===== src/rtl/bsr_pkg.sv =====
`timescale 1ns / 1ps
`default_nettype none

package bsr_pkg;

  localparam int IMAGE_WIDTH  = 320;
  localparam int IMAGE_HEIGHT = 240;

  localparam int ADDR_W = 17;
  localparam int VAL_W  = 16;
  localparam int ST_W   = 3;

  localparam int HDR_LEN = 54;

  localparam int USED24   = IMAGE_WIDTH * 3;
  localparam int USED32   = IMAGE_WIDTH * 4;
  localparam int STRIDE24 = ((USED24 + 3) / 4) * 4;
  localparam int STRIDE32 = USED32;

  localparam int POS_W = $clog2(STRIDE32);
  localparam int COL_W = $clog2(IMAGE_WIDTH + 1);
  localparam int ROW_W = $clog2(IMAGE_HEIGHT + 1);

  localparam int QDEPTH = 4;
  localparam int QPTR_W = $clog2(QDEPTH);
  localparam int QCNT_W = $clog2(QDEPTH + 1);

  localparam logic [ST_W-1:0] ST_OK     = 3'd0;
  localparam logic [ST_W-1:0] ST_SIG    = 3'd1;
  localparam logic [ST_W-1:0] ST_SIZE   = 3'd2;
  localparam logic [ST_W-1:0] ST_FORMAT = 3'd3;
  localparam logic [ST_W-1:0] ST_OFFSET = 3'd4;
  localparam logic [ST_W-1:0] ST_TRUNC  = 3'd5;

  localparam logic KIND_PIXEL  = 1'b0;
  localparam logic KIND_STATUS = 1'b1;

  // one byte's worth of work: optional pixel write, then optional status
  typedef struct packed {
    logic              has_pix;
    logic [ADDR_W-1:0] pix_addr;
    logic [VAL_W-1:0]  pix_val;
    logic              has_st;
    logic [ST_W-1:0]   st;
  } bsr_op_t;

endpackage

`default_nettype wire


===== src/rtl/bsr_front.sv =====
`timescale 1ns / 1ps
`default_nettype none

module bsr_front (
  input  wire logic            clk,
  input  wire logic            rst_n,
  input  wire logic            in_tvalid,
  output logic                 in_tready,
  input  wire logic [7:0]      in_tdata,
  input  wire logic            in_tuser,
  input  wire logic            in_tlast,
  input  wire logic            q_full,
  output logic                 q_push,
  output bsr_pkg::bsr_op_t     q_op
);
  import bsr_pkg::*;

  typedef enum logic [1:0] {PH_IDLE, PH_HEADER, PH_SKIP, PH_PIXELS} phase_t;

  localparam logic [31:0] HGT_POS = 32'(IMAGE_HEIGHT);
  localparam logic [31:0] HGT_NEG = 32'(0) - 32'(IMAGE_HEIGHT);
  localparam logic [ADDR_W-1:0] BASE_BOTTOM = ADDR_W'((IMAGE_HEIGHT - 1) * IMAGE_WIDTH);
  localparam logic [ADDR_W-1:0] W_STEP = ADDR_W'(IMAGE_WIDTH);

  phase_t            phase_r, phase_nxt, phase_eff;
  logic [31:0]       cnt_r, cnt_nxt, cnt_eff;
  logic [31:0]       off_r, off_nxt, off_eff;
  logic [31:0]       wid_r, wid_nxt, wid_eff;
  logic [31:0]       hgt_r, hgt_nxt, hgt_eff;
  logic [15:0]       bpp_r, bpp_nxt, bpp_eff;
  logic [31:0]       cmp_r, cmp_nxt, cmp_eff;
  logic              sig_bad_r, sig_bad_nxt;
  logic [POS_W-1:0]  pos_r, pos_nxt;
  logic [1:0]        ch_r, ch_nxt;
  logic [COL_W-1:0]  col_r, col_nxt;
  logic [ROW_W-1:0]  row_r, row_nxt;
  logic [ADDR_W-1:0] base_r, base_nxt;
  logic [7:0]        blue_r, blue_nxt;
  logic [7:0]        green_r, green_nxt;

  logic        accept;
  logic        finished;
  logic [1:0]  sel;
  logic        bpp32;
  logic [1:0]  last_ch;
  logic        pos_in_used;
  logic        pos_last;
  bsr_op_t     op;

  assign in_tready = !q_full;
  assign accept    = in_tvalid && in_tready;
  assign sel       = cnt_eff[1:0] - 2'd2;
  assign bpp32     = (bpp_r == 16'd32);
  assign last_ch   = bpp32 ? 2'd3 : 2'd2;
  assign pos_in_used = bpp32 ? (32'(pos_r) < 32'(USED32)) : (32'(pos_r) < 32'(USED24));
  assign pos_last  = bpp32 ? (32'(pos_r) == 32'(STRIDE32 - 1))
                           : (32'(pos_r) == 32'(STRIDE24 - 1));

  always_comb begin
    phase_eff = in_tuser ? PH_HEADER : phase_r;
    cnt_eff   = in_tuser ? 32'd0 : cnt_r;
    off_eff   = in_tuser ? 32'd0 : off_r;
    wid_eff   = in_tuser ? 32'd0 : wid_r;
    hgt_eff   = in_tuser ? 32'd0 : hgt_r;
    bpp_eff   = in_tuser ? 16'd0 : bpp_r;
    cmp_eff   = in_tuser ? 32'd0 : cmp_r;

    phase_nxt   = phase_eff;
    cnt_nxt     = cnt_eff;
    off_nxt     = off_eff;
    wid_nxt     = wid_eff;
    hgt_nxt     = hgt_eff;
    bpp_nxt     = bpp_eff;
    cmp_nxt     = cmp_eff;
    sig_bad_nxt = in_tuser ? 1'b0 : sig_bad_r;
    pos_nxt     = in_tuser ? '0 : pos_r;
    ch_nxt      = in_tuser ? 2'd0 : ch_r;
    col_nxt     = in_tuser ? '0 : col_r;
    row_nxt     = in_tuser ? '0 : row_r;
    base_nxt    = base_r;
    blue_nxt    = blue_r;
    green_nxt   = green_r;
    finished    = 1'b0;
    op          = '0;

    unique case (phase_eff)
      PH_IDLE: begin
      end
      PH_HEADER: begin
        if (cnt_eff == 32'd0 && in_tdata != 8'h42) sig_bad_nxt = 1'b1;
        if (cnt_eff == 32'd1 && in_tdata != 8'h4D) sig_bad_nxt = 1'b1;
        if (cnt_eff >= 32'd10 && cnt_eff <= 32'd13) off_nxt[8*sel +: 8] = in_tdata;
        if (cnt_eff >= 32'd18 && cnt_eff <= 32'd21) wid_nxt[8*sel +: 8] = in_tdata;
        if (cnt_eff >= 32'd22 && cnt_eff <= 32'd25) hgt_nxt[8*sel +: 8] = in_tdata;
        if (cnt_eff >= 32'd28 && cnt_eff <= 32'd29) bpp_nxt[8*cnt_eff[0] +: 8] = in_tdata;
        if (cnt_eff >= 32'd30 && cnt_eff <= 32'd33) cmp_nxt[8*sel +: 8] = in_tdata;
        cnt_nxt = cnt_eff + 32'd1;
        if (cnt_eff == 32'(HDR_LEN - 1)) begin
          priority if (sig_bad_nxt) begin
            op.has_st = 1'b1;
            op.st     = ST_SIG;
          end else if (wid_nxt != 32'(IMAGE_WIDTH) ||
                       (hgt_nxt != HGT_POS && hgt_nxt != HGT_NEG)) begin
            op.has_st = 1'b1;
            op.st     = ST_SIZE;
          end else if (cmp_nxt != 32'd0 || (bpp_nxt != 16'd24 && bpp_nxt != 16'd32)) begin
            op.has_st = 1'b1;
            op.st     = ST_FORMAT;
          end else if (off_nxt < 32'(HDR_LEN)) begin
            op.has_st = 1'b1;
            op.st     = ST_OFFSET;
          end else begin
            op.has_st = 1'b0;
          end
          finished  = op.has_st;
          base_nxt  = hgt_nxt[31] ? '0 : BASE_BOTTOM;
          phase_nxt = (off_nxt == 32'(HDR_LEN)) ? PH_PIXELS : PH_SKIP;
        end
      end
      PH_SKIP: begin
        cnt_nxt = cnt_eff + 32'd1;
        if (cnt_nxt >= off_eff) phase_nxt = PH_PIXELS;
      end
      PH_PIXELS: begin
        if (pos_in_used) begin
          if (ch_r == 2'd0) blue_nxt = in_tdata;
          if (ch_r == 2'd1) green_nxt = in_tdata;
          if (ch_r == 2'd2) begin
            op.has_pix  = 1'b1;
            op.pix_addr = base_r + ADDR_W'(col_r);
            op.pix_val  = {in_tdata[7:3], green_r[7:2], blue_r[7:3]};
          end
          if (ch_r == last_ch) begin
            ch_nxt  = 2'd0;
            col_nxt = col_r + COL_W'(1);
          end else begin
            ch_nxt = ch_r + 2'd1;
          end
        end
        if (pos_last) begin
          pos_nxt = '0;
          ch_nxt  = 2'd0;
          col_nxt = '0;
          if (32'(row_r) == 32'(IMAGE_HEIGHT - 1)) begin
            op.has_st = 1'b1;
            op.st     = ST_OK;
            finished  = 1'b1;
          end else begin
            row_nxt  = row_r + ROW_W'(1);
            base_nxt = hgt_r[31] ? base_r + W_STEP : base_r - W_STEP;
          end
        end else begin
          pos_nxt = pos_r + POS_W'(1);
        end
      end
      default: begin
      end
    endcase

    if (phase_eff != PH_IDLE) begin
      if (finished) begin
        phase_nxt = PH_IDLE;
      end else if (in_tlast) begin
        op.has_st = 1'b1;
        op.st     = ST_TRUNC;
        phase_nxt = PH_IDLE;
      end
    end
  end

  assign q_push = accept && (op.has_pix || op.has_st);
  assign q_op   = op;

  always_ff @(posedge clk) begin
    if (!rst_n) begin
      phase_r   <= PH_IDLE;
      cnt_r     <= '0;
      off_r     <= '0;
      wid_r     <= '0;
      hgt_r     <= '0;
      bpp_r     <= '0;
      cmp_r     <= '0;
      sig_bad_r <= 1'b0;
      pos_r     <= '0;
      ch_r      <= 2'd0;
      col_r     <= '0;
      row_r     <= '0;
    end else if (accept) begin
      phase_r   <= phase_nxt;
      cnt_r     <= cnt_nxt;
      off_r     <= off_nxt;
      wid_r     <= wid_nxt;
      hgt_r     <= hgt_nxt;
      bpp_r     <= bpp_nxt;
      cmp_r     <= cmp_nxt;
      sig_bad_r <= sig_bad_nxt;
      pos_r     <= pos_nxt;
      ch_r      <= ch_nxt;
      col_r     <= col_nxt;
      row_r     <= row_nxt;
    end
  end

  always_ff @(posedge clk) begin
    if (accept) begin
      base_r  <= base_nxt;
      blue_r  <= blue_nxt;
      green_r <= green_nxt;
    end
  end

endmodule

`default_nettype wire


===== src/rtl/bsr_queue.sv =====
`timescale 1ns / 1ps
`default_nettype none

module bsr_queue (
  input  wire logic             clk,
  input  wire logic             rst_n,
  input  wire logic             push,
  input  wire bsr_pkg::bsr_op_t push_op,
  input  wire logic             pop,
  output bsr_pkg::bsr_op_t      pop_op,
  output logic                  full,
  output logic                  empty
);
  import bsr_pkg::*;

  bsr_op_t           mem_r [QDEPTH];
  logic [QPTR_W-1:0] wr_ptr_r, rd_ptr_r;
  logic [QCNT_W-1:0] cnt_r;
  logic              do_push, do_pop;

  assign full    = (cnt_r == QCNT_W'(QDEPTH));
  assign empty   = (cnt_r == '0);
  assign do_push = push && !full;
  assign do_pop  = pop && !empty;
  assign pop_op  = mem_r[rd_ptr_r];

  always_ff @(posedge clk) begin
    if (do_push) mem_r[wr_ptr_r] <= push_op;
  end

  always_ff @(posedge clk) begin
    if (!rst_n) begin
      wr_ptr_r <= '0;
      rd_ptr_r <= '0;
      cnt_r    <= '0;
    end else begin
      if (do_push) wr_ptr_r <= wr_ptr_r + QPTR_W'(1);
      if (do_pop)  rd_ptr_r <= rd_ptr_r + QPTR_W'(1);
      if (do_push && !do_pop)      cnt_r <= cnt_r + QCNT_W'(1);
      else if (do_pop && !do_push) cnt_r <= cnt_r - QCNT_W'(1);
    end
  end

endmodule

`default_nettype wire


===== src/rtl/bsr_back.sv =====
`timescale 1ns / 1ps
`default_nettype none

module bsr_back (
  input  wire logic             clk,
  input  wire logic             rst_n,
  input  wire bsr_pkg::bsr_op_t q_op,
  input  wire logic             q_empty,
  output logic                  q_pop,
  output logic                  out_tvalid,
  input  wire logic             out_tready,
  output logic [39:0]           out_tdata,
  output logic                  out_tuser,
  output logic                  out_tlast
);
  import bsr_pkg::*;

  logic    cur_valid_r;
  bsr_op_t cur_r;
  logic    xfer;
  logic    two_left;
  logic    need;

  assign xfer     = cur_valid_r && out_tready;
  assign two_left = cur_r.has_pix && cur_r.has_st;
  assign need     = !cur_valid_r || (xfer && !two_left);
  assign q_pop    = need && !q_empty;

  assign out_tvalid = cur_valid_r;
  assign out_tuser  = cur_r.has_pix ? KIND_PIXEL : KIND_STATUS;
  assign out_tlast  = !two_left;
  assign out_tdata  = cur_r.has_pix
                    ? {4'd0, ST_OK, cur_r.pix_val, cur_r.pix_addr}
                    : {4'd0, cur_r.st, VAL_W'(0), ADDR_W'(0)};

  always_ff @(posedge clk) begin
    if (!rst_n) begin
      cur_valid_r <= 1'b0;
    end else if (need) begin
      cur_valid_r <= !q_empty;
    end
  end

  always_ff @(posedge clk) begin
    if (q_pop) begin
      cur_r <= q_op;
    end else if (xfer && two_left) begin
      cur_r.has_pix <= 1'b0;
    end
  end

endmodule

`default_nettype wire


===== src/rtl/bmp_stream_to_rgb565_unit.sv =====
// Path: each byte's results pass through the op queue and then the output register.
// Throughput: one byte per cycle while the op queue is not full; a byte giving two
// results holds the output for both, and a 4-entry op queue between parser and
// output absorbs it. Output rate is one result per cycle while out_tready is high
// and the queue is not empty, set by the single output register.
// Reset: synchronous, active-low rst_n idles the parser and empties the queue.
`timescale 1ns / 1ps
`default_nettype none

module bmp_stream_to_rgb565_unit (
  input  wire logic        clk,
  input  wire logic        rst_n,
  input  wire logic        in_tvalid,
  output logic             in_tready,
  input  wire logic [7:0]  in_tdata,   // [7:0] data_byte
  input  wire logic        in_tuser,   // first_byte
  input  wire logic        in_tlast,   // last_byte
  output logic             out_tvalid,
  input  wire logic        out_tready,
  output logic [39:0]      out_tdata,  // [16:0] pixel_address, [32:17] pixel_value,
                                       // [35:33] status, [39:36] zero
  output logic             out_tuser,  // kind
  output logic             out_tlast   // run_end
);
  import bsr_pkg::*;

  bsr_op_t push_op, pop_op;
  logic    push, pop, full, empty;

  bsr_front u_front (
    .clk       (clk),
    .rst_n     (rst_n),
    .in_tvalid (in_tvalid),
    .in_tready (in_tready),
    .in_tdata  (in_tdata),
    .in_tuser  (in_tuser),
    .in_tlast  (in_tlast),
    .q_full    (full),
    .q_push    (push),
    .q_op      (push_op)
  );

  bsr_queue u_queue (
    .clk     (clk),
    .rst_n   (rst_n),
    .push    (push),
    .push_op (push_op),
    .pop     (pop),
    .pop_op  (pop_op),
    .full    (full),
    .empty   (empty)
  );

  bsr_back u_back (
    .clk        (clk),
    .rst_n      (rst_n),
    .q_op       (pop_op),
    .q_empty    (empty),
    .q_pop      (pop),
    .out_tvalid (out_tvalid),
    .out_tready (out_tready),
    .out_tdata  (out_tdata),
    .out_tuser  (out_tuser),
    .out_tlast  (out_tlast)
  );

endmodule

`default_nettype wire


===== config.mk =====
export PLATFORM = sky130hd
export DESIGN_NAME = bmp_stream_to_rgb565_unit
export DESIGN_NICKNAME = d
export VERILOG_FILES = /design/src/rtl/bsr_pkg.sv /design/src/rtl/bsr_front.sv /design/src/rtl/bsr_queue.sv /design/src/rtl/bsr_back.sv /design/src/rtl/bmp_stream_to_rgb565_unit.sv
export SDC_FILE = /design/constraint.sdc
export NUM_CORES = 1
export LEC_CHECK = 0
export BUFFER_PORTS_ARGS = -buffer_cell sky130_fd_sc_hd__buf_2
export CORE_MARGIN = 4
export CORE_UTILIZATION = 58
export DETAILED_ROUTE_END_ITERATION = 7
export PLACE_DENSITY = 0.72
export SYNTH_ARGS = -nofsm -noshare
export SYNTH_HDL_FRONTEND = slang
export SYNTH_SLANG_ARGS = --single-unit
export TNS_END_PERCENT = 5

===== constraint.sdc =====
create_clock -name clk -period 5.6 [get_ports clk]
set_input_delay 0.28 -clock clk [delete_from_list [all_inputs] [get_ports clk]]
set_output_delay 0.28 -clock clk [all_outputs]
set_load 0.01 [all_outputs]

* Yosys cells after proc, flatten, opt, wreduce, memory -nomap -nowiden
Memories as Yosys holds them, arrays and structs flattened. A register that Yosys moved wholly into a read port is not among the register bits. Index checks and enable logic that the tools add are counted.
Storage, ports and cells: memories 1, bits in read-only memories 0, register bits 288, input port bits 14, bits in latches 0, word-level logic and storage cells 221, memory bits (writable) 152
Operators by class: shifts and indexed selects 4, div/mod/pow operators 0, mux-type cells 95, add/sub/neg operators 15, eq/ne operators 24, reduce and logical (&&, ||, !) cells 44, magnitude comparators 14, multipliers 0, bitwise operators 0
Memory list:
- u_queue.mem_r | depth 4, bits a word 38, rd ports 1, clocked after memory_dff 1, wr ports 1, RTL line bsr_queue.sv:16 | bsr_op_t mem_r [QDEPTH];
Operators by type and width (count):
- $mux 32 | 18
- $bwmux 32 | 4
- $ge 32x5->1 const B | 4
- $mux 34 | 3
- $le 32x5->1 const B | 3
- $mux 17 | 5
- $eq 32x6->1 const B | 2
- $mux 16 | 4
- $mux 9 | 5
- $mux 36 | 1
- $mux 4 | 9
- $neg 4->34 | 1
- $neg 5->34 | 1
- $pmux 17 s2 | 1
- $shift 8x34->16 const A | 1
- $shift 8x34->32 const A | 1
- $shiftx 8x34->16 | 1
- $shiftx 8x34->32 | 1
- $mux 11 | 3
- $add 32x1->32 const B | 1
- $eq 32x1->1 const B | 1
- $ge 32x32->1 | 1
- $ge 32x4->1 const B | 1
- $le 32x4->1 const B | 1
- 50 further kinds | 123

* Longest topological paths before layout
Gate-level depths: netlist (run 1).
word-level depth 24, gate-level depth with buffers 26

* Cells and area by module
A second synthesis (run 1) with hierarchy kept.
Second synthesis, totals: cells, all modules 2218, area total of the unflattened synthesis 22659.2 um2
By module, submodules not included:
- bsr_front | area each 15144.5 um2, cells an instance 1876, times used 1
- bsr_queue | area each 5980.7 um2, cells an instance 246, times used 1
- bsr_back | area each 1534.0 um2, cells an instance 96, times used 1

* Worst setup path before layout (run 1)
No wires, ideal clock.
path kind flip-flop to flip-flop, from register u_front.cnt_r[0], to register u_front.phase_r[0], required time 5530 ps, path buffers 2, setup slack 740 ps, arrival 4790 ps, stages on the path, launching flop included 24, path through dfxtp_1 nand2b_1 clkbuf_1 inv_1 clkbuf_1 ha_1 nand3_1 nor2_1 nand3_1 nor4_1 and3_1 nand3_1 nor3_1 nand3_1 xor2_1 nor2_1 ha_1 nand4_1 nor2_1 or4b_2 o31ai_1 a31oi_1 o21ai_0 o2bb2ai_1
On the way: longest elaborated chain between the ends 16, elaborated cells between the ends (all ways) 73, those cells by class add/sub: 4; order compare: 12; eq/ne: 8; shift: 4; mux: 32; reduce/logical: 13
RTL lines:
- start: declaration | RTL line bsr_front.sv:26 | logic [31:0] cnt_r, cnt_nxt, cnt_eff;
- start signal: assignment | RTL line bsr_front.sv:190 | cnt_r <= cnt_nxt;
- $mux 32 (*) | RTL line bsr_front.sv:61 | cnt_eff = in_tuser ? 32'd0 : cnt_r;
- $sub 2x2->2 or $neg 4->34 (tied branches) | RTL line bsr_front.sv:52, bsr_front.sv:95
- $neg 5->34 (tied with other cells)
- $shiftx 8x34->32 (tied with other cells)
- $bwmux 32 (tied with other cells) | RTL line bsr_front.sv:92 | if (cnt_eff >= 32'd10 && cnt_eff <= 32'd13) off_nxt[8*sel +: 8] = in_tdata;
- $mux 32 (tied with other cells) | RTL line bsr_front.sv:92
- $mux 32 (tied with other cells) | RTL line bsr_front.sv:86 | unique case (phase_eff)
- $lt 32x6->1 (tied with other cells) | RTL line bsr_front.sv:109 | end else if (off_nxt < 32'(HDR_LEN)) begin
- $mux 1 (tied with other cells) | RTL line bsr_front.sv:109
- $mux 4 or $logic_or 1x1->1 (tied branches) | RTL line bsr_front.sv:106, bsr_front.sv:102
- $mux 4 | RTL line bsr_front.sv:102 | end else if (wid_nxt != 32'(IMAGE_WIDTH) ||
- $mux 4 | RTL line bsr_front.sv:99 | priority if (sig_bad_nxt) begin
- $mux 1 | RTL line bsr_front.sv:98 | if (cnt_eff == 32'(HDR_LEN - 1)) begin
- $pmux 1 s2 | RTL line bsr_front.sv:86
- $mux 2 | RTL line bsr_front.sv:161 | if (finished) begin
- $mux 2 (*) | RTL line bsr_front.sv:160 | if (phase_eff != PH_IDLE) begin
- end signal: assignment | RTL line bsr_front.sv:189 | phase_r <= phase_nxt;
- end: declaration | RTL line bsr_front.sv:25 | phase_t phase_r, phase_nxt, phase_eff;
Mark *: on every way between the ends. The rest lies on a longest branch, timed or not. The select of a mux whose other input is x is not followed. A chain may end at the register's enable or synchronous reset.

* Worst setup path in the final report (run 1)
from register u_front.cnt_r[5], to register u_queue.cnt_r[2]
On the way: longest elaborated chain between the ends 22, elaborated cells between the ends (all ways) 64, those cells by class order compare: 11; eq/ne: 7; mux: 26; reduce/logical: 20
RTL lines:
- $mux 32 (*) | RTL line bsr_front.sv:61
- branches (longest 14 deep; another with $ge 32x4->1)
- $mux 4 (*) | RTL line bsr_front.sv:160
- $logic_or 1x1->1 (*) | RTL line bsr_front.sv:171 | assign q_push = accept && (op.has_pix || op.has_st);
- $logic_and 1x1->1 (*) | RTL line bsr_front.sv:171
- $logic_and 1x1->1 (*) | RTL line bsr_queue.sv:23 | assign do_push = push && !full;
- net u_queue.do_push | RTL line bsr_queue.sv:19 | logic do_push, do_pop;
- $logic_not 1->1 | RTL line bsr_queue.sv:40 | else if (do_pop && !do_push) cnt_r <= cnt_r - QCNT_W'(1);
- $logic_and 1x1->1 | RTL line bsr_queue.sv:40
- $reduce_bool 2->1 (no line)
- end signal: assignment | RTL line bsr_queue.sv:39 | if (do_push && !do_pop) cnt_r <= cnt_r + QCNT_W'(1);
- end signal: assignment | RTL line bsr_queue.sv:40
- end: declaration | RTL line bsr_queue.sv:18 | logic [QCNT_W-1:0] cnt_r;
Mark *: on every way through the listed nets, which the timed path passes. The select of a mux whose other input is x is not followed.

==> reports/results.txt, run 1 <==
Summing every instance area after synthesis gives 22,700 µm². After clock tree synthesis, the clock-pin slew on the worst setup and hold paths is 0.06 ns. The static power due to leakage came out at 8.67 nW.

The tools report the count of different cell masters after synthesis as 83. The maximum fanout encountered on the critical timing path was 17. For the pin count of the biggest net entering global routing, the log shows 129.

For the number of global-route vias before repair, the log shows 18,300. The first detailed-routing pass ran for 6 iterations. The quantity of I/O buffers inserted on ports came out at 53. The instance count of the mapped netlist came out at 2,304. The critical path starts at u_front.cnt_r[5].

The kind of start point of the critical path is a flop. Sequential elements use 47.5% of the synthesized area. The logs give 0 for the number of nets with antenna violations after detailed routing and 2,945 for the final non-filler cell total. The critical path goes through nor4_1 > a211o_1 > a211o_1 > nand2_1 > a31oi_1 > a31oi_1 > nor4_1 > buf_4 > nand4_1 > a211oi_2 > nor3_2 > ha_1 > inv_1 > fa_1 > xor2_1 > or3_1 > a21boi_0. Of the total power, registers draw 45.8%. Data on the critical path is required at its endpoint by 6.12 ns. The number of top-level design ports was 58; the area of the core was 38,600 µm².

The run gives 0 ns as the setup TNS. Among cell families on the critical path, the largest total delay comes from compound AO/OA/AOI/OAI gates. The worst min-delay path class was in -> reg. Buffer cell driving the clock tree root: clkbuf_16. After clock tree synthesis, the flow added hold-fix buffers numbering 0.

The run finished with clean final reports. Counting the fill cells in the layout gives 3,043. The final setup violation count is 0, and the total congestion overflow is 0. TritonCTS built the clock tree. For this run, the slowest stage of the critical path takes 0.75 ns. The worst hold-check slack was 0.0841 ns; the number of max-slew violations in the final report was 0. The hold path startpoint is in_tlast. In this run, synthesis inferred 212 flip-flops with an integrated enable.

For the pin with the worst max-slew slack, the measured transition is 1.12 ns. The setup check on the worst reg-to-reg path leaves a slack of 0.33 ns. The clock tree synthesis step divided the H-tree into 2 levels. The first routing iteration left 1,992 violations.

The tool flagged a number of max-cap violations equal to 0. For this design the total switching power over the nets is 2.31 mW. The worst pin sits at a relative slew slack of 23.3%. Counting along the longest clock path gives a buffer depth of 3. Counting cells, the worst reg-to-reg path comes to 17. The cell with the largest stage delay on the worst path was a31oi_1. The ratio of final minimum period to clock period works out to 94.0%. The logs give 0 for the count of synthesis-stage warnings from yosys and 0.60 ns for the clock latency at the later pin of the worst-skew pair. Average wire per standard cell: 24.6 µm. In this run the critical register-to-register path is launched from u_front.cnt_r[5]. The clock period could shrink to 5.27 ns. The run gives 44 as the number of buffers added by the clock tree synthesis step. Buffers added to address setup during post-CTS repair amount to 0. The die extent in x was 206 µm. The tools report the worst endpoint data arrival time as 5.78 ns.

For the final hold violation count, the log shows 0. Setup repair after global routing left no endpoint under its margin. The share of power burned in combinational logic was 18.2%; the synthesis-to-layout area growth was 12.9%. Counting buffers and inverters, the worst setup path is 17 cells deep. The logs give 0 for the post-cts repair resize count and 58.6% for the effective utilization at floorplan. Of the cells placed in the final design, the portion with a size suffix greater than 1 is 13.7%.

The run gives 190 MHz as the peak clock frequency supported by timing. The highest ir drop seen on vdd is 0.243 mV. In this run the worst setup path terminates at u_queue.cnt_r[2].

In this run switching power makes up 28.7% of total power. After the last flow step, the layout net total stands at 2,475. Cell internal power was estimated by the tool at 5.74 mW. The worst setup path is captured at a flop.

The first global-routing pass estimated 110 mm of wire. Dividing the synthesized area by the synthesized cell count gives 9.83 µm². Floorplan die area: 42,300 µm². For this run, the leading register cell type out of synthesis is dfxtp_1.

The initial antenna violation count is 0. The number of buffer and inverter instances along the worst setup path came out at 2. The critical path class is reg -> reg. 0 antenna diodes ended up in the layout. In this run the vertical extent of the chip is 206 µm. In this run the cell area measured after placement is 24,100 µm².

After routing the design area is 25,600 µm². The vias per cell came out at 6.48. The tools report the capturing point of the worst reg2reg path as u_queue.cnt_r[2].

In the synthesized netlist the async set-or-reset flop fraction comes to 0%. The clock network is responsible for 36.0% of the overall power. The total routed wirelength is 72.5 mm, and the number of clock sinks is 431.

Across the routed clock network, the largest skew measured is 0.0259 ns. The register bit total from synthesis works out to 431. The number of placed instances, taps included was 2,864; the half-perimeter wire length after detailed placement was 49.8 mm.

The power density of the placed cells is 315 nW/µm², and the DRC violation count after routing is 0. For the number of vias in the routed layout, the log shows 19,100. The logs give 8.05 mW for the total power consumption of the routed design and 1.03 for the final RePlAce weighted congestion. Global routing used 33.8% of the available tracks across all layers. Row generation in the floorplan step produced 72 rows.
-- cell usage after synthesis (39+ instances only) --
cell type / instances / area, µm²
dfxtp_1: 219 / 4380
edfxtp_1: 212 / 6370
nand2_1: 207 / 777
nor2b_1: 179 / 1120
nor2_1: 152 / 571
clkbuf_1: 126 / 473
a22oi_1: 115 / 863
o21ai_0: 113 / 566
and2_1: 97 / 607
a21oi_1: 87 / 435
nand3_1: 75 / 375
ha_1: 66 / 826
nor3_1: 54 / 270
inv_1: 43 / 161
nor4_1: 43 / 269
xnor2_1: 39 / 342
-- placed cells by master (no fill, tap or decap), drive strengths merged, types with 37 or more instances in the layout --
cell    instances
ha             66
a21oi          89
a22oi         115
a32oi          37
nand2         207
and2           99
xnor2          39
inv            44
buf           184
clkbuf         59
mux4           38
edfxtp        212
nor2          152
dfxtp         219
nor3           55
nor4           46
nand3          75
o21ai         128
nor2b         179
-- cell type report --
cell class	count	area (µm²)	area share, %
clock buffer	59	1240	4.85
clock inverter	22	181	0.710
inverter	45	169	0.661
multi-input combinational	1686	11200	43.8
sequential	431	10800	42.1
tap	518	648	2.54
timing repair buffer	184	1370	5.34
-- registers in the layout (all words and copies together), names as in the netlist, 8 cells and up, named ones only --
name            count
u_back.cur_r       38
u_front.base_r     11
u_front.bpp_r      16
u_front.cmp_r      32
u_front.cnt_r      32
u_front.col_r       9
u_front.hgt_r      32
u_front.off_r      32
u_front.pos_r      11
u_front.row_r       8
u_front.wid_r      32
u_queue.mem_r     152
-- worst register-to-register path, stage by stage (launching register included) --
cell and delay, ns:
dfxtp_1 0.46, nor4_1 0.64, a211o_1 0.34, a211o_1 0.22
nand2_1 0.12, a31oi_1 0.75, a31oi_1 0.41, nor4_1 0.53
buf_4 0.19, nand4_1 0.19, a211oi_2 0.27, nor3_2 0.09
ha_1 0.21, inv_1 0.07, fa_1 0.17, xor2_1 0.07
or3_1 0.30, a21boi_0 0.16
-- metrics by stage --
stage | util [%] | setup WS, ns
2_1_floorplan | - | 0.740
3_3_place_gp | 62.5 | 0.383
3_5_place_dp | 62.5 | 0.245
4_1_cts | 66.1 | 0.393
5_1_grt | 66.2 | 0.0766
6_report | 66.2 | 0.334
-- metal layers --
metal | share of wire [%] | wire [µm] | vias to the layer above | global-route usage, %
li1 | - | - | 8705 | -
met1 | 42 | 30400 | 9274 | 46.1
met2 | 47 | 33800 | 935 | 54.9
met3 | 7.6 | 5540 | 163 | 5.66
met4 | 3.8 | 2750 | 0 | 12.0
met5 | 0 | 0 | - | 0
-- worst min path at each step --
stage	to	slack [ns]	depth (start not counted)
floorplan	u_front.blue_r[3]	0.38	0
CTS	u_front.phase_r[0]	0.05	4
detailed placement	u_front.cmp_r[12]	0.46	2
global placement	u_front.cmp_r[3]	0.45	2
global route	u_front.phase_r[1]	0.1	4
finish	u_front.phase_r[0]	0.08	4
-- power by group through the flow --
stage                     combinational [mW]  sequential (mW)  clock, mW
after CTS                               1.46             3.69       2.93
after floorplan                        0.927             3.69          0
after global routing                    1.58             3.70       3.07
after global placement                  1.41             3.74          0
after detailed placement                1.44             3.75          0
final                                   1.47             3.69       2.90
-- cell families (layout without fill, tap and decap cells) --
| kind of cell | count (synthesis) | after routing | synth area share [%] |
|---|---|---|---|
| simple gates | 947 | 947 | 22.0 |
| compound gates | 557 | 557 | 16.8 |
| flops | 431 | 431 | 47.5 |
| buf+inv | 190 | 310 | 3.25 |
| fa+ha+maj | 69 | 69 | 3.91 |
| xor+xnor | 63 | 63 | 2.44 |
| mux | 46 | 46 | 4.14 |
| other cells | 1 | 4 | 0.0166 |
Power figures use the tool's default switching activity.
==> run 2, diff against run 1 <==
--- a/config.mk
+++ b/config.mk
@@ -6,7 +6,7 @@
 export NUM_CORES = 1
 export LEC_CHECK = 0
 export BUFFER_PORTS_ARGS = -buffer_cell sky130_fd_sc_hd__buf_2
-export CORE_MARGIN = 4
+export CORE_MARGIN = 8
 export CORE_UTILIZATION = 58
 export DETAILED_ROUTE_END_ITERATION = 7
 export PLACE_DENSITY = 0.72
==> run 2 against run 1 <==
Utilization increased by 0.53 points. Global-route usage decreased by 1.9 points. Design area increased by 0.81%. Critical path type unchanged. Largest cell class unchanged. Largest power group unchanged. Highest routed layer is now met5.
==> reports/results.txt, run 2 (synthesis gave the netlist of run 1 again) <==
The tools report the number of buffers added by the clock tree synthesis step as 45 (+2.3%). The tools report the half-perimeter wire length after detailed placement as 51.0 mm (+2.4%). The peak clock frequency supported by timing was 186 MHz (-2.0%); the power density of the placed cells was 319 nW/µm² (+1.3%). The static power due to leakage is 8.79 nW (+1.4%). For the DRC violation count after routing, the log shows 0 (unchanged). Worst clock skew: 0.0316 ns (+0.00569 ns). The run gives 0 (unchanged) as the final hold violation count. The register name with the most flops was u_queue.mem_r. The logs give 0 (unchanged) for the quantity of hold-fixing buffers added after cts and 6.08 ns (-0.04 ns) for the worst path required time.

Die extent in x: 214 µm (+3.9%). Post-cts repair resize count: 0 (unchanged). The initial antenna violation count is 1 (+1), and the highest ir drop seen on vdd is 0.240 mV (-1.2%).

The run gives 45,600 µm² (+7.9%) as the floorplan die area. Average wire per standard cell: 24.8 µm (+0.66%). The run gives 2,491 (+0.65%) as the count of nets after finishing.

The run gives 114 (-12%) as the pin count of the biggest net entering global routing. The run gives 37.3% (+1.3 points) as the proportion of power drawn by the clock network. The flow ran to the end, and the final reports show no timing, DRC or antenna violations. The vias per cell is 6.53 (+0.82%), and the worst endpoint data arrival time is 5.86 ns (+0.08 ns). CTS placed an instance of clkbuf_16 at the clock tree root. The number of max-slew violations in the final report is 0 (unchanged).

The run gives 0 (unchanged) as the diode insertion count for antenna repair. In the final layout, the registers with the most flip-flops are u_queue.mem_r: 152 flops, u_back.cur_r: 38 flops. The number of flip-flops under the largest register name is 152 (unchanged). The run gives 44.8% (-1.0 points) as the share of power burned in registers. Commonest non-fill, non-tap cell in the layout: dfxtp_1.

The vertical die dimension was 214 µm (+3.9%); the post-CTS setup buffer count was 0 (unchanged). Ratio of final minimum period to clock period: 96.0% (+2.0 points). The effective utilization at floorplan was 58.6% (unchanged); the headroom to the max-slew limit was 32.6% (+9.2 points). The critical path is of the reg -> reg type.

The final RePlAce weighted congestion is 1.03 (+0.54%). The worst min-delay path class is in -> reg. The net switching share of the total power is 27.9% (-0.88 points). The tools report the clock latency at the later pin of the worst-skew pair as 0.59 ns (about the same). Setup repair after global routing left no endpoint under its margin. The run gives 0 (unchanged) as the total congestion overflow. Nature of the critical path endpoint: a flop. The kind of start point of the critical path is a flop.

Total power consumption of the routed design: 8.22 mW (+2.1%). The logs give 58 (unchanged) for the number of top-level design ports and 431 (unchanged) for the number of clock sinks. For the violation count after the first detailed-route iteration, the log shows 2,250 (+13%). TritonCTS built the clock tree. The finished layout cell area was 25,800 µm² (+0.81%); the share of layout cells above drive strength 1 was 14.3% (+0.56 points).

The run gives 24,200 µm² (+0.42%) as the total cell area at the placement stage. The number of H-tree levels is 2 (unchanged). The total routed wirelength is 73.4 mm (+1.2%), and the share of power burned in combinational logic is 17.9% (-0.3 points).

The tools report the worst hold-check slack as 0.0613 ns (-0.0228 ns). The run gives 112 mm (+2.0%) as the global-route wire length before repair. In the layout the commonest cells are dfxtp_1, edfxtp_1, nand2_1. The maximum fanout encountered on the critical timing path came out at 7 (-10). The standard-cell row count came out at 72 (unchanged).

The run gives 18,900 (+3.1%) as the number of global-route vias before repair. Area of the core: 38,600 µm² (unchanged). The tools report the number of nets with antenna violations after detailed routing as 0 (unchanged). The logs give 8 (+2) for the total iterations of the first detailed-routing run and 19,300 (+1.4%) for the number of vias in the routed layout.

The clock period minus final worst setup slack is 5.38 ns (+0.110 ns). The setup TNS was 0 ns (unchanged). Final setup violation count: 0 (unchanged).

The tools report the net switching power figure as 2.29 mW (-1.0%). The quantity of I/O buffers inserted on ports is 53 (unchanged), and the clock-pin slew on the worst setup and hold paths is 0.07 ns (about the same). Compared with the post-synthesis result, the final layout area differs by 13.8%. For the number of maximum-capacitance violations, the log shows 0 (unchanged). The pin slew with the least headroom to its limit was 1.01 ns (-0.114 ns); the design internal power was 5.93 mW (+3.3%). The maximum number of buffers from clock root to sink is 3 (unchanged), and the overall global routing resource usage is 31.9% (-1.9 points).
==> run 2: worst paths after layout <==
| path | to | slack (ns) | startpoint | depth (start not counted) |
|---|---|---|---|---|
| worst min-delay path | u_front.col_r[2] | 0.06 | rst_n | 2 |
| worst min register to register | u_front.cmp_r[3] | 0.46 | u_front.cmp_r[3] | 2 |
| worst max-delay path | u_queue.cnt_r[2] | 0.22 | u_front.cnt_r[0] | 19 |
| worst max register to register | u_queue.cnt_r[2] | 0.22 | u_front.cnt_r[0] | 19 |
==> run 2: cell type report <==
type	instances	area, µm²
Tap cell	518	648
Multi-Input combinational cell	1686	11200
Inverter	45	169
Sequential cell	431	10800
Timing Repair Buffer	199	1470
Clock inverter	15	190
Clock buffer	68	1340
Fill cell	2992	12900
==> run 2: critical path: stages (launching register included) <==
cell	delay (ns)
dfxtp_1	0.44
nand2b_1	0.15
inv_1	0.16
ha_1	0.31
nor2_1	0.14
a2111oi_0	0.89
nand4_1	0.31
mux2i_1	0.22
a221oi_1	0.25
and4_1	0.27
o21ai_0	0.30
nand2_1	0.20
a211oi_2	0.06
nor3_2	0.23
ha_1	0.23
inv_1	0.06
fa_1	0.37
xor2_1	0.16
or3_1	0.30
a21boi_0	0.21
==> run 2: through the flow <==
step | cells | worst slack, ns | utilization, %
floorplan | 2307 | 0.740 | -
global placement | 2879 | 0.493 | 62.7
detailed placement | 2879 | 0.363 | 62.7
CTS | 2962 | 0.320 | 66.7
global route | 2962 | 0.0138 | 66.7
finish | 2962 | 0.224 | 66.7
==> run 2: power groups by stage <==
stage,logic [mW],clock network [mW],registers [mW]
2_1_floorplan,0.927,0,3.69
3_3_place_gp,1.43,0,3.74
3_5_place_dp,1.47,0,3.75
4_1_cts,1.48,3.11,3.69
5_1_grt,1.57,3.23,3.71
6_report,1.47,3.07,3.68
==> run 2: metal layers <==
metal	wire length, µm	share of wire (%)	vias up	track usage, %
met5	9	0.012	-	0
met4	2780	3.8	2	11.9
met3	5990	8.2	182	5.23
met2	34900	48	955	53.5
met1	29700	40	9453	41.3
li1	-	-	8752	-
==> run 3, diff against run 2 <==
--- a/config.mk
+++ b/config.mk
@@ -7,9 +7,9 @@
 export LEC_CHECK = 0
 export BUFFER_PORTS_ARGS = -buffer_cell sky130_fd_sc_hd__buf_2
 export CORE_MARGIN = 8
-export CORE_UTILIZATION = 58
+export CORE_UTILIZATION = 57
 export DETAILED_ROUTE_END_ITERATION = 7
-export PLACE_DENSITY = 0.72
+export PLACE_DENSITY = 0.74
 export SYNTH_ARGS = -nofsm -noshare
 export SYNTH_HDL_FRONTEND = slang
 export SYNTH_SLANG_ARGS = --single-unit
==> constraint.sdc (replaced) <==
create_clock -name clk -period 4.3 [get_ports clk]
set_input_delay 0.86 -clock clk [delete_from_list [all_inputs] [get_ports clk]]
set_output_delay 0.86 -clock clk [all_outputs]
set_load 0.01 [all_outputs]
==> run 3 against run 2 <==
The flow now finishes with violations (negative setup slack). First-iteration DRC count up 31%. Sequential power up 32%. Sequential share of layout area down 4.7 points. Critical endpoint unchanged. Largest cell class unchanged.
==> reports/results.txt, run 3 (synthesis gave the netlist of run 1 again) <==
The share of layout cells above drive strength 1 works out to 27.0% (+13 points). For the headroom to the max-slew limit, the log shows 31.8% (-0.78 points). The run finished, with violations left.

The final setup violation count was 9 (+9). The maximum fanout encountered on the critical timing path came out at 8 (+1). Core utilization of the finished layout: 73.6% (+6.9 points). The quantity of I/O buffers inserted on ports came out at 53 (unchanged). The tools report the hold path startpoint as u_front.cmp_r[3]. The run gives -0.222 ns (-0.446 ns) as the worst setup margin. The worst path required time is 4.82 ns (-1.26 ns). The dominant delay contributor by cell family on the critical path is compound AO/OA/AOI/OAI gates. The number of cell instances on the worst register-to-register path came out at 18 (-1).

Leaving out fill and tap cells, the most frequent cells in the layout are buf_4, dfxtp_1, edfxtp_1. Floorplan die area: 46,400 µm² (+1.6%). The vertical die dimension was 215 µm (+0.81%); the clock-pin slew on the worst setup and hold paths was 0.07 ns (about the same).

Static timing analysis puts the maximum clock frequency at 221 MHz. Worst min-delay path class: reg -> reg. The logs give 29,000 µm² (+13%) for the finished layout cell area and 0 (unchanged) for the DRC violation count after routing.

The die extent in x came out at 215 µm (+0.81%). Overall global routing resource usage: 35.7% (+3.8 points). The cell occurring most often along the worst timing path is buf_4. For the number of clock sinks, the log shows 431 (unchanged). For the number of global-route vias before repair, the log shows 21,200 (+12%). The average wire per standard cell is 26.9 µm (+8.5%), and the violation count after the first detailed-route iteration is 2,953 (+31%).

The pin count of the biggest net entering global routing came out at 83 (-27%). Vias per cell: 6.59 (+0.97%). The number of maximum-capacitance violations is 0 (unchanged). Maximum number of buffers from clock root to sink: 3 (unchanged). The worst reg-to-reg setup slack came out at -0.21 ns (-0.43 ns). TritonCTS built the clock tree.

The quantity of hold-fixing buffers added after cts was 0 (unchanged); the number of vias in the routed layout was 21,800 (+13%). The diode insertion count for antenna repair came out at 0 (unchanged). The logs give 6 (-2) for the total iterations of the first detailed-routing run and 0 (unchanged) for the total congestion overflow. In the final layout, the registers with the most flip-flops are u_queue.mem_r: 152 flops, u_back.cur_r: 38 flops.

The half-perimeter wire length after detailed placement was 59.0 mm (+16%); the instance count along the most critical hold path was 2 (unchanged). The final non-filler cell total was 3,304 (+12%); the number of buffers added by the clock tree synthesis step was 45 (unchanged). Walking the worst path, the cells encountered are buf_12 > clkinvlp_4 > nand2_4 > buf_6 > ha_4 > buf_4 > nand4_1 > buf_4 > a211o_1 > buf_4 > a21oi_1 > nor3_1 > a211oi_1 > o2111a_1 > nand4_1 > buf_6 > a211oi_4 > nor3_4 > ha_2 > inv_2 > fa_2 > xor2_2 > or3_1 > a21boi_1. The clock period minus final worst setup slack came out at 4.52 ns. STA classifies the critical path startpoint as an input pin. For the effective utilization at floorplan, the log shows 57.4% (-1.2 points). The final reports fail on negative setup slack. The number of H-tree levels is 2 (unchanged). The worst setup path is captured at a flop. The run gives 26,900 µm² (+11%) as the total cell area at the placement stage. Ratio of final minimum period to clock period: 105%. Count of nets after finishing: 2,828 (+14%). The root buffer cell chosen for the clock tree is clkbuf_16. For the initial antenna violation count, the log shows 1 (unchanged). The power density of the placed cells is 390 nW/µm² (+22%), and the number of placed instances, taps included is 3,193 (+11%). The tools report the capture endpoint of the worst hold path as u_front.cmp_r[3]. The run gives 39,500 µm² (+2.1%) as the area of the core. Capturing point of the worst reg2reg path: u_queue.cnt_r[2].

Setup repair after global routing could not meet its margin everywhere. Leaving out fill and tap cells, the most frequent cell in the layout is buf_4. The cell with the largest stage delay on the worst path is a211oi_1. The start of the worst register-to-register path is u_front.cnt_r[25].

The number of nets with antenna violations after detailed routing is 0 (unchanged). Global-route wire length before repair: 129 mm (+15%). Counting flops per register, the top entry is u_queue.mem_r. The tools report the final RePlAce weighted congestion as 1.08 (+4.6%).

The highest ir drop seen on vdd is 0.335 mV (+39%), and the standard-cell row count is 73 (+1.4%). The static power due to leakage was 10.6 nW (+21%); the fill cell instance count of the final layout was 2,729 (-8.8%). The critical path class is in -> reg.

The delay of the slowest critical-path stage is 0.36 ns (-0.53 ns). The number of buffer and inverter instances along the worst setup path works out to 8 (+6). The number of max-slew violations in the final report came out at 0 (unchanged). The number of flip-flops under the largest register name is 152 (unchanged), and the worst clock skew is 0.0284 ns (-0.00324 ns).

The number of top-level design ports is 58 (unchanged). The pin slew with the least headroom to its limit was 1.02 ns (+0.00863 ns). The total power consumption of the routed design was 11.3 mW (+38%); the final hold violation count was 0 (unchanged). The synthesis-to-layout area growth was 28.2%. The worst endpoint data arrival time is 5.04 ns (-0.82 ns). The total routed wirelength came out at 88.8 mm (+21%). The clock latency at the later pin of the worst-skew pair came out at 0.59 ns (about the same).
==> run 3: area by class of cell <==
type	instances	area (µm²)	area share, %
clock buffers	61	1290	4.43
clock inverters	20	295	1.02
inverters	45	178	0.612
multi-input cells	1686	11700	40.1
flip-flops and latches	431	10800	37.1
well taps	525	657	2.26
repair buffers	536	4200	14.5
==> run 3: timing repair <==
item                       4_1_cts  5_1_grt
setup buffers                   15       12
pin swaps                       21       27
resized for setup               41       28
gates cloned                     0        4
setup endpoints to repair      165      173
==> run 3: report_power, final <==
part	leakage [nW]	total, mW	switching (mW)	internal [mW]
clock	0.762	4.26	1.79	2.48
sequential	3.62	4.85	0.195	4.65
combinational	6.24	2.22	1.36	0.863
total	10.6	11.3	3.34	7.99
==> run 3: worst reg2reg max path, cell delays in order (launching register included) <==
cell and delay, ns:
dfxtp_2 0.34, or4_4 0.56, o41ai_4 0.36, buf_4 0.20, nand2_2 0.08, a211o_1 0.33
a2111oi_4 0.42, a31oi_4 0.16, nor4_4 0.35, nand4_1 0.18, buf_6 0.18, a211oi_4 0.26
nor3_4 0.08, ha_2 0.21, inv_2 0.06, fa_2 0.20, xor2_2 0.07, or3_1 0.30
a21boi_1 0.12
==> run 3: routing by layer <==
layer / vias to the layer above / routed length [µm] / track usage, %
met2: 1562 / 41200 / 58.7
met1: 10500 / 33500 / 45.7
met4: 2 / 5250 / 16.3
met5: - / 11 / 0
met3: 350 / 8880 / 5.98
li1: 9420 / - / -
==> run 3: worst max-delay path by stage <==
stage	slack, ns	cells past startpoint	from	to
floorplan	-0.27	25	in_tuser	u_front.phase_r[0]
global placement	-1.0	21	in_tuser	u_queue.cnt_r[2]
detailed placement	-0.96	22	in_tuser	u_queue.cnt_r[2]
CTS	-0.08	16	u_front.cnt_r[6]	u_queue.cnt_r[1]
global route	-0.33	25	in_tuser	u_front.phase_r[0]
finish	-0.22	24	in_tuser	u_queue.cnt_r[2]
==> run 3: metrics by stage <==
| step | setup TNS, ns | hold WS (ns) | setup WS [ns] |
|---|---|---|---|
| global placement | -122.81 | 0.445 | -0.999 |
| CTS | -0.231 | 0.469 | -0.0836 |
| global route | -6.01 | 0.492 | -0.331 |
| detailed placement | -123.62 | 0.459 | -0.963 |
| finish | -0.528 | 0.470 | -0.222 |
| floorplan | -5.38 | 0.435 | -0.269 |
